File: src/rtl/shamh_pkg.sv
// Shared types, constants and round functions for the SHA-256 message hasher.
package shamh_pkg;

    // Eight-word chaining value and sixteen-word message block, word 0 first.
    typedef logic [7:0][31:0]  t_hash;
    typedef logic [15:0][31:0] t_blk;

    // Control from the byte sequencer to the compression unit.
    typedef struct packed {
        logic start;  // load a block and run 64 rounds
        logic init;   // return the chaining value to the initial hash
    } t_core_ctl;

    // Initial hash values, word 0 in the lowest slot.
    localparam t_hash HASH_IV = {
        32'h5be0cd19, 32'h1f83d9ab, 32'h9b05688c, 32'h510e527f,
        32'ha54ff53a, 32'h3c6ef372, 32'hbb67ae85, 32'h6a09e667
    };

    localparam logic [7:0] PAD_BYTE = 8'h80;
    localparam logic [5:0] PAD_STOP = 6'd56;
    localparam logic [5:0] LAST_ROUND = 6'd63;
    localparam logic [2:0] LAST_WORD = 3'd7;

    function automatic logic [31:0] rotr(input logic [31:0] x, input int unsigned amt);
        rotr = (x >> amt) | (x << (32 - amt));
    endfunction

    function automatic logic [31:0] big_sigma0(input logic [31:0] x);
        big_sigma0 = rotr(x, 2) ^ rotr(x, 13) ^ rotr(x, 22);
    endfunction

    function automatic logic [31:0] big_sigma1(input logic [31:0] x);
        big_sigma1 = rotr(x, 6) ^ rotr(x, 11) ^ rotr(x, 25);
    endfunction

    function automatic logic [31:0] small_sigma0(input logic [31:0] x);
        small_sigma0 = rotr(x, 7) ^ rotr(x, 18) ^ (x >> 3);
    endfunction

    function automatic logic [31:0] small_sigma1(input logic [31:0] x);
        small_sigma1 = rotr(x, 17) ^ rotr(x, 19) ^ (x >> 10);
    endfunction

    // Round constant table.
    function automatic logic [31:0] round_k(input logic [5:0] idx);
        logic [31:0] k;
        case (idx)
            6'd0:  k = 32'h428a2f98;  6'd1:  k = 32'h71374491;
            6'd2:  k = 32'hb5c0fbcf;  6'd3:  k = 32'he9b5dba5;
            6'd4:  k = 32'h3956c25b;  6'd5:  k = 32'h59f111f1;
            6'd6:  k = 32'h923f82a4;  6'd7:  k = 32'hab1c5ed5;
            6'd8:  k = 32'hd807aa98;  6'd9:  k = 32'h12835b01;
            6'd10: k = 32'h243185be;  6'd11: k = 32'h550c7dc3;
            6'd12: k = 32'h72be5d74;  6'd13: k = 32'h80deb1fe;
            6'd14: k = 32'h9bdc06a7;  6'd15: k = 32'hc19bf174;
            6'd16: k = 32'he49b69c1;  6'd17: k = 32'hefbe4786;
            6'd18: k = 32'h0fc19dc6;  6'd19: k = 32'h240ca1cc;
            6'd20: k = 32'h2de92c6f;  6'd21: k = 32'h4a7484aa;
            6'd22: k = 32'h5cb0a9dc;  6'd23: k = 32'h76f988da;
            6'd24: k = 32'h983e5152;  6'd25: k = 32'ha831c66d;
            6'd26: k = 32'hb00327c8;  6'd27: k = 32'hbf597fc7;
            6'd28: k = 32'hc6e00bf3;  6'd29: k = 32'hd5a79147;
            6'd30: k = 32'h06ca6351;  6'd31: k = 32'h14292967;
            6'd32: k = 32'h27b70a85;  6'd33: k = 32'h2e1b2138;
            6'd34: k = 32'h4d2c6dfc;  6'd35: k = 32'h53380d13;
            6'd36: k = 32'h650a7354;  6'd37: k = 32'h766a0abb;
            6'd38: k = 32'h81c2c92e;  6'd39: k = 32'h92722c85;
            6'd40: k = 32'ha2bfe8a1;  6'd41: k = 32'ha81a664b;
            6'd42: k = 32'hc24b8b70;  6'd43: k = 32'hc76c51a3;
            6'd44: k = 32'hd192e819;  6'd45: k = 32'hd6990624;
            6'd46: k = 32'hf40e3585;  6'd47: k = 32'h106aa070;
            6'd48: k = 32'h19a4c116;  6'd49: k = 32'h1e376c08;
            6'd50: k = 32'h2748774c;  6'd51: k = 32'h34b0bcb5;
            6'd52: k = 32'h391c0cb3;  6'd53: k = 32'h4ed8aa4a;
            6'd54: k = 32'h5b9cca4f;  6'd55: k = 32'h682e6ff3;
            6'd56: k = 32'h748f82ee;  6'd57: k = 32'h78a5636f;
            6'd58: k = 32'h84c87814;  6'd59: k = 32'h8cc70208;
            6'd60: k = 32'h90befffa;  6'd61: k = 32'ha4506ceb;
            6'd62: k = 32'hbef9a3f7;  default: k = 32'hc67178f2;
        endcase
        round_k = k;
    endfunction

endpackage

File: src/rtl/shamh_core.sv
// SHA-256 compression unit: one round per cycle over a sixteen-word schedule window.
module shamh_core (
    input  logic                 i_clk,
    input  logic                 i_rst_n,
    input  shamh_pkg::t_core_ctl i_ctl,
    input  shamh_pkg::t_blk      i_block,
    output logic                 o_busy,
    output shamh_pkg::t_hash     o_hash
);
    import shamh_pkg::*;

    t_hash       r_hash;
    t_hash       r_s;
    t_blk        r_w;
    logic [5:0]  r_round;
    logic        r_busy;
    logic        r_fin;

    logic [31:0] n_w_new;
    logic [31:0] n_tmp1;
    logic [31:0] n_tmp2;
    logic [31:0] n_choose;
    logic [31:0] n_major;

    // Round datapath: the shared adder tree for one round and one schedule word.
    always_comb begin
        n_w_new  = small_sigma1(r_w[14]) + r_w[9] + small_sigma0(r_w[1]) + r_w[0];
        n_choose = (r_s[4] & r_s[5]) ^ (~r_s[4] & r_s[6]);
        n_major  = (r_s[0] & r_s[1]) ^ (r_s[0] & r_s[2]) ^ (r_s[1] & r_s[2]);
        n_tmp1   = r_s[7] + big_sigma1(r_s[4]) + n_choose + round_k(r_round) + r_w[0];
        n_tmp2   = big_sigma0(r_s[0]) + n_major;
    end

    // Sequencer: init resets the chain, or load, 64 rounds, then fold the state in.
    always_ff @(posedge i_clk) begin
        if (!i_rst_n) begin
            r_busy <= 1'b0;
            r_fin  <= 1'b0;
            r_hash <= HASH_IV;
        end else if (i_ctl.init) begin
            r_hash <= HASH_IV;
        end else if (i_ctl.start) begin
            r_s     <= r_hash;
            r_w     <= i_block;
            r_round <= '0;
            r_busy  <= 1'b1;
            r_fin   <= 1'b0;
        end else if (r_busy) begin
            if (!r_fin) begin
                r_s     <= {r_s[6:4], r_s[3] + n_tmp1, r_s[2:0], n_tmp1 + n_tmp2};
                r_w     <= {n_w_new, r_w[15:1]};
                r_round <= r_round + 6'd1;
                if (r_round == LAST_ROUND) begin
                    r_fin <= 1'b1;
                end
            end else begin
                for (int i = 0; i < 8; i++) begin
                    r_hash[i] <= r_hash[i] + r_s[i];
                end
                r_busy <= 1'b0;
            end
        end
    end

    assign o_busy = r_busy;
    assign o_hash = r_hash;

endmodule

File: src/rtl/sha256_message_hasher.sv
// Top level of the SHA-256 message hasher: byte packing, padding and digest output.
//
// Input channel (i_valid/o_ready): one beat carries at most one message byte
// (i_data_byte when i_byte_present is 1) and may close the message
// (i_message_end). A beat with neither flag is accepted and ignored.
// Output channel (o_valid/i_ready): eight beats per message, digest word 0
// (most significant) first; o_digest_last marks word 7.
// The beat that fills a 64-byte block starts the compression unit, which runs
// one round per cycle; o_ready stays low through the registered start, the
// load, 64 rounds, the chain update and the exit from the compress state.
// The end beat starts padding, pushed one byte per cycle, apart from waits for
// compression, through the same packer: 0x80, zeros up to byte 56 of a block,
// then 8 length bytes, with one or two block compressions. If the end beat
// leaves 56 or more bytes in the current block, padding adds an extra block.
// An end beat whose byte fills a block first waits for that block's compression.
// When the receiver stalls, the digest word and index hold until taken.
// After the last digest beat the chain value and byte count return to their
// reset values. Reset (synchronous, active low) clears all control state and
// loads the initial hash.
module sha256_message_hasher (
    input  logic        i_clk,
    input  logic        i_rst_n,
    input  logic        i_valid,
    output logic        o_ready,
    input  logic [7:0]  i_data_byte,
    input  logic        i_byte_present,
    input  logic        i_message_end,
    output logic        o_valid,
    input  logic        i_ready,
    output logic [31:0] o_digest_word,
    output logic [2:0]  o_word_index,
    output logic        o_digest_last
);
    import shamh_pkg::*;

    typedef enum logic [2:0] {
        S_IDLE,
        S_PAD,
        S_LEN,
        S_COMP,
        S_OUT
    } t_state;

    t_state      r_state;
    logic [5:0]  r_pos;
    logic [60:0] r_byte_count;
    logic [23:0] r_word;
    t_blk        r_blk;
    logic        r_ending;
    logic        r_pad_first;
    logic [63:0] r_len;
    logic [2:0]  r_len_cnt;
    logic        r_len_done;
    logic [2:0]  r_out_idx;
    t_core_ctl   r_ctl;

    logic        n_push;
    logic [7:0]  n_push_byte;
    logic        n_wrap;
    t_core_ctl   n_ctl;
    logic        core_busy;
    t_hash       core_hash;

    shamh_core u_core (
        .i_clk   (i_clk),
        .i_rst_n (i_rst_n),
        .i_ctl   (r_ctl),
        .i_block (r_blk),
        .o_busy  (core_busy),
        .o_hash  (core_hash)
    );

    // Byte source for the packer: message bytes, padding or length bytes.
    always_comb begin
        n_push      = 1'b0;
        n_push_byte = '0;
        unique case (r_state)
            S_IDLE: begin
                n_push      = i_valid && i_byte_present;
                n_push_byte = i_data_byte;
            end
            S_PAD: begin
                n_push      = r_pad_first || (r_pos != PAD_STOP);
                n_push_byte = r_pad_first ? PAD_BYTE : 8'h00;
            end
            S_LEN: begin
                n_push      = 1'b1;
                n_push_byte = r_len[63:56];
            end
            default: begin
                n_push = 1'b0;
            end
        endcase
        n_wrap = n_push && (r_pos == LAST_ROUND);

        // A full block starts the compression unit; a taken last word restores the chain.
        n_ctl.start = n_wrap || ((r_state == S_LEN) && (r_len_cnt == LAST_WORD));
        n_ctl.init  = (r_state == S_OUT) && i_ready && (r_out_idx == LAST_WORD);
    end

    // Sequencer, byte packer and block buffer.
    always_ff @(posedge i_clk) begin
        if (!i_rst_n) begin
            r_state      <= S_IDLE;
            r_pos        <= '0;
            r_byte_count <= '0;
            r_ending     <= 1'b0;
            r_pad_first  <= 1'b0;
            r_len_done   <= 1'b0;
            r_len_cnt    <= '0;
            r_out_idx    <= '0;
            r_ctl        <= '0;
        end else begin
            r_ctl <= n_ctl;

            // Pack bytes big-endian; every fourth byte shifts a word into the block.
            if (n_push) begin
                r_pos  <= r_pos + 6'd1;
                r_word <= {r_word[15:0], n_push_byte};
                if (r_pos[1:0] == 2'b11) begin
                    r_blk <= {{r_word, n_push_byte}, r_blk[15:1]};
                end
            end

            unique case (r_state)
                S_IDLE: begin
                    if (i_valid) begin
                        if (i_byte_present) begin
                            r_byte_count <= r_byte_count + 61'd1;
                        end
                        if (i_message_end) begin
                            r_ending    <= 1'b1;
                            r_pad_first <= 1'b1;
                        end
                        if (n_wrap) begin
                            r_state <= S_COMP;
                        end else if (i_message_end) begin
                            r_state <= S_PAD;
                        end
                    end
                end
                S_PAD: begin
                    if (n_push) begin
                        r_pad_first <= 1'b0;
                        if (n_wrap) begin
                            r_state <= S_COMP;
                        end
                    end else begin
                        r_state   <= S_LEN;
                        r_len     <= {r_byte_count, 3'b000};
                        r_len_cnt <= '0;
                    end
                end
                S_LEN: begin
                    r_len     <= {r_len[55:0], 8'h00};
                    r_len_cnt <= r_len_cnt + 3'd1;
                    if (r_len_cnt == LAST_WORD) begin
                        r_len_done <= 1'b1;
                        r_state    <= S_COMP;
                    end
                end
                S_COMP: begin
                    if (!r_ctl.start && !core_busy) begin
                        if (r_len_done) begin
                            r_state   <= S_OUT;
                            r_out_idx <= '0;
                        end else if (r_ending) begin
                            r_state <= S_PAD;
                        end else begin
                            r_state <= S_IDLE;
                        end
                    end
                end
                S_OUT: begin
                    if (i_ready) begin
                        r_out_idx <= r_out_idx + 3'd1;
                        if (r_out_idx == LAST_WORD) begin
                            r_state      <= S_IDLE;
                            r_pos        <= '0;
                            r_byte_count <= '0;
                            r_ending     <= 1'b0;
                            r_len_done   <= 1'b0;
                        end
                    end
                end
                default: begin
                    r_state <= S_IDLE;
                end
            endcase
        end
    end

    // Handshake and digest outputs.
    assign o_ready       = (r_state == S_IDLE);
    assign o_valid       = (r_state == S_OUT);
    assign o_digest_word = core_hash[r_out_idx];
    assign o_word_index  = r_out_idx;
    assign o_digest_last = (r_out_idx == LAST_WORD);

`ifndef SYNTHESIS
    // The compression unit only runs while the sequencer waits for it.
    a_busy_in_comp: assert property (@(posedge i_clk) disable iff (!i_rst_n)
        core_busy |-> (r_state == S_COMP))
        else $error("compression unit busy outside the compress state");

    // Length bytes always land in the last eight bytes of a block.
    a_len_slot: assert property (@(posedge i_clk) disable iff (!i_rst_n)
        (r_state == S_LEN) |-> (r_pos[5:3] == 3'b111) && (r_pos[2:0] == r_len_cnt))
        else $error("length bytes out of place");

    // The digest is only shown once the final block has been compressed.
    a_out_after_len: assert property (@(posedge i_clk) disable iff (!i_rst_n)
        o_valid |-> r_len_done && !core_busy)
        else $error("digest shown before final compression");

    // A taken last word returns the block to idle with a fresh chain.
    a_last_init: assert property (@(posedge i_clk) disable iff (!i_rst_n)
        (o_valid && i_ready && o_digest_last) |=> o_ready && r_ctl.init && (r_pos == 6'd0))
        else $error("block did not restart after the digest");
`endif

endmodule

File: config.mk
export PLATFORM = sky130hd
export DESIGN_NAME = sha256_message_hasher
export DESIGN_NICKNAME = d
export VERILOG_FILES = /design/src/rtl/shamh_pkg.sv /design/src/rtl/shamh_core.sv /design/src/rtl/sha256_message_hasher.sv
export SDC_FILE = /design/constraint.sdc
export NUM_CORES = 2
export LEC_CHECK = 0
export ABC_AREA = 1
export BUFFER_PORTS_ARGS = -buffer_cell sky130_fd_sc_hd__buf_2
export CAP_MARGIN = 25
export CORE_MARGIN = 4
export CORE_UTILIZATION = 50
export DETAILED_ROUTE_END_ITERATION = 12
export PLACE_DENSITY = 0.68
export SKIP_CTS_REPAIR_TIMING = 1
export SYNTH_ARGS = -nofsm -noshare
export SYNTH_HDL_FRONTEND = slang
export SYNTH_HIERARCHICAL = 1
export SYNTH_SLANG_ARGS = --single-unit
File: constraint.sdc
create_clock -name i_clk -period 26.5 [get_ports i_clk]
set_input_delay 2.65 -clock i_clk [delete_from_list [all_inputs] [get_ports i_clk]]
set_output_delay 2.65 -clock i_clk [all_outputs]
set_load 0.02 [all_outputs]
==> reports/qor.txt <==
Status -> finished, final reports clean
Core Region -> 0.2001 mm^2
Fin worst setup slack -> 18.65 ns
Unrepaired setup endpoints after global routing -> no
Area grow syn2layout -> 8.792%
Leak pwr -> 46.09 nW
Synth Register Bits -> 1742
HPWL Detailed -> 284500 um
Sequential cell area -> 0.04861 mm^2
Non-Filler Instances -> 14.70k
H-tree levels -> 4
Die extent in y -> 457.0 um
Sequential cell area fraction in the yosys report -> 48.22%
Clk_skew -> 0.09866 ns
Worst-path clk slew -> 0.06 ns
Number of setup violations in the final report -> 0
Hold Startpoint -> r_blk[413]$_DFFE_PP_
First-pass GRT wire length -> 543600 um
Die ar. -> 0.2088 mm^2
GRT Util Overall -> 34.90%
Crit start category -> flip-flop
Initial antenna violation count -> 25
I/O Buffers -> 51
Syn Area/Cell -> 8.408 um^2
Routed wire length -> 375000 um
Clock Sink Count -> 1742
Vias post-DR -> 86.02k
Worst flop-to-flop path startpoint -> u_core/r_s[145]$_DFFE_PP_
Vias in the first global route -> 81.32k
Die width -> 457.0 um
Synth unique cells -> 57
Worst hold path depth -> 0
Nets@finish -> 12.48k
Pre-CTS setup slack -> 18.55 ns
Cells after Synth -> 11.99k
Setup_tns -> 0 ns
Ys Warns -> 6
Crit path required time -> 27.04 ns
VDD IR max -> 66.26 uV
Initial DRC count -> 11.01k
Worst-path maximum fanout -> 7
R2r endpoint -> u_core/r_s[25]$_DFFE_PP_
Area taken by multi-input logic gates -> 0.04559 mm^2
Worst reg-to-reg setup slack -> 18.65 ns
Fin crit period -> 7.852 ns
Worst path max stage delay -> 0.57 ns
Layout cells sized above 1 -> 4.377%
Pwr dens -> 53.01 mW/mm^2
CTS Root Buffer Type -> clkbuf_16
Clk buf depth -> 3
Final period utilization -> 29.63%
Max transition margin -> 21.45%
Initial Utilization -> 50.38%
Design Power -> 5.812 mW
Slew of the pin with the lowest slew margin -> 1.178 ns
Via density per instance -> 5.852
Remaining antenna violation count after routing -> 0
Critical-path top delay cell -> xnor2_1
Crit end category -> flip-flop
Post-Syn Nets -> 12.59k
Total of max-cap violations -> 0
Maximum clock rate -> 0.1274 GHz
TritonCTS clock tree -> done
Wire per inst -> 25.51 um
Fin. Hold Viols -> 0
Max-slew violation count -> 0
FF-to-FF path depth -> 28
Most numerous cell on the critical path -> inv_1
Pre-antenna DRT Iters -> 6
# IOs -> 52
Largest net degree at the start of global routing -> 191
Cell row count -> 164
Residual DRC count -> 0
GP Congestion -> 1.075
HP Class -> reg2reg
Post-Syn Area -> 0.1008 mm^2
Dpl cells -> 14.34k
Critical path type -> reg2reg
Worst-skew pair later-pin latency -> 0.86 ns
GRT overflow -> 0
CTS buffer count -> 186
Filler cells -> 18.33k
Crit path DAT -> 8.39 ns
Min-Delay Endpoint -> r_blk[381]$_DFFE_PP_
layout make-up:
class	count	area share, %
antenna	5	0.01141
sequential	1742	44.33
clock buffer	236	4.516
clock inverter	117	1.162
tap	2656	3.031
timing repair buffer	131	0.8535
inverter	1314	4.515
multi-input combinational	8499	41.58
synth_stat cells (all sizes together):
cell type / n / share of area (%)
a21o: 55 / 0.41
a22o: 8 / 0.070
fa: 195 / 3.9
a221oi: 1 / 0.0087
nor4: 18 / 0.11
o311ai: 1 / 0.0087
a21oi: 791 / 3.9
buf: 91 / 0.44
a21boi: 30 / 0.22
clkinv: 1 / 0.0037
o21bai: 65 / 0.48
nand3b: 30 / 0.22
o22ai: 36 / 0.22
a22oi: 3 / 0.022
clkbuf: 341 / 1.3
xor2: 204 / 1.8
o21ai: 971 / 4.8
o21a: 55 / 0.41
o211ai: 53 / 0.39
a31oi: 73 / 0.45
nand4: 113 / 0.70
or2: 36 / 0.22
and2: 5 / 0.031
nand2: 3640 / 14
dfxtp: 371 / 7.4
nor3: 74 / 0.37
nor2: 927 / 3.5
inv: 1313 / 4.9
o31ai: 2 / 0.015
a31o: 11 / 0.096
ha: 396 / 4.9
o221ai: 16 / 0.14
o221a: 2 / 0.022
a211oi: 8 / 0.060
nor3b: 1 / 0.0075
nand3: 506 / 2.5
xnor2: 160 / 1.4
a2111oi: 1 / 0.0087
edfxtp: 1371 / 41
and3: 9 / 0.056
o2111ai: 3 / 0.026
metrics by stage:
stage               utilization, %  area [um^2]  hold WS (ns)
CTS                          54.76       109600        0.4041
global route                 54.80       109600        0.4104
floorplan                        -       100800        0.4003
detailed placement           51.65       103300        0.4062
finish                       54.81       109600        0.4006
global placement             51.65       103300        0.4025
report_power, final:
part	switching, mW	internal [mW]	leakage (nW)
Sequential	0.0268	3.00	15.4
Clock	1.17	1.47	3.01
Combinational	0.122	0.0286	27.7
Total	1.32	4.49	46.1
layout by cell type (no fill, tap or decap), types with 204 or more instances in the layout:
cell type / netlist / final
o21ai_0: 931 / 931
ha_1: 396 / 396
xor2_1: 204 / 204
nand3_1: 502 / 502
nor2_1: 915 / 911
nand2_1: 3626 / 3624
dfxtp_1: 371 / 368
inv_1: 1300 / 1296
a21oi_1: 790 / 790
edfxtp_1: 1371 / 1371
worst max-delay path: cells and delay by family, from the launching register on:
family / cells / cell delay, ns
compound gates: 5 / 1.48
flops: 1 / 0.56
simple gates: 9 / 1.17
xor+xnor: 3 / 1.19
fa+ha+maj: 6 / 2.76
buf+inv: 5 / 0.40
layer usage:
| metal | GRT usage [%] | vias up | wire length, um |
|---|---|---|---|
| li1 | - | 39520 | - |
| met1 | 49.47 | 41350 | 158400 |
| met2 | 53.71 | 4343 | 164700 |
| met3 | 5.563 | 798 | 33470 |
| met4 | 14.06 | 8 | 18300 |
| met5 | 0 | - | 55 |
worst max-delay path by stage:
| stage | start | to |
|---|---|---|
| finish | u_core/r_s[145]$_DFFE_PP_ | u_core/r_s[25]$_DFFE_PP_ |
| global route | u_core/r_s[143]$_DFFE_PP_ | u_core/r_s[25]$_DFFE_PP_ |
| CTS | u_core/r_s[144]$_DFFE_PP_ | u_core/r_s[25]$_DFFE_PP_ |
| detailed placement | i_rst_n | u_core/r_w[466]$_DFFE_PP_ |
| global placement | i_rst_n | u_core/r_w[446]$_DFFE_PP_ |
| floorplan | i_byte_present | r_blk[0]$_DFFE_PP_ |
sequential cells by signal (all words and copies together) (netlist names), named ones only:
register,cells
o_word_index,3
r_blk,512
r_byte_count,61
r_ctl,2
r_ending,1
r_len,61
r_len_cnt,3
r_len_done,1
r_pad_first,1
r_pos,6
r_state,3
r_word,24
u_core/o_busy,1
u_core/o_hash,256
u_core/r_fin,1
u_core/r_round,6
u_core/r_s,256
u_core/r_w,512
cells by family (layout without fill, tap and decap cells):
family / count (synthesis) / in the layout / share of synthesized area, %
AND/OR/NAND/NOR: 5359 / 5359 / 21.37
AO/OA/AOI/OAI: 2185 / 2185 / 11.85
buffers and inverters: 1746 / 1798 / 6.608
flip-flops: 1742 / 1742 / 48.22
adder cells (fa/ha/maj): 591 / 591 / 8.789
XOR/XNOR: 364 / 364 / 3.163
other: 0 / 5 / 0
No activity file was read; power rests on OpenSTA's default activity.
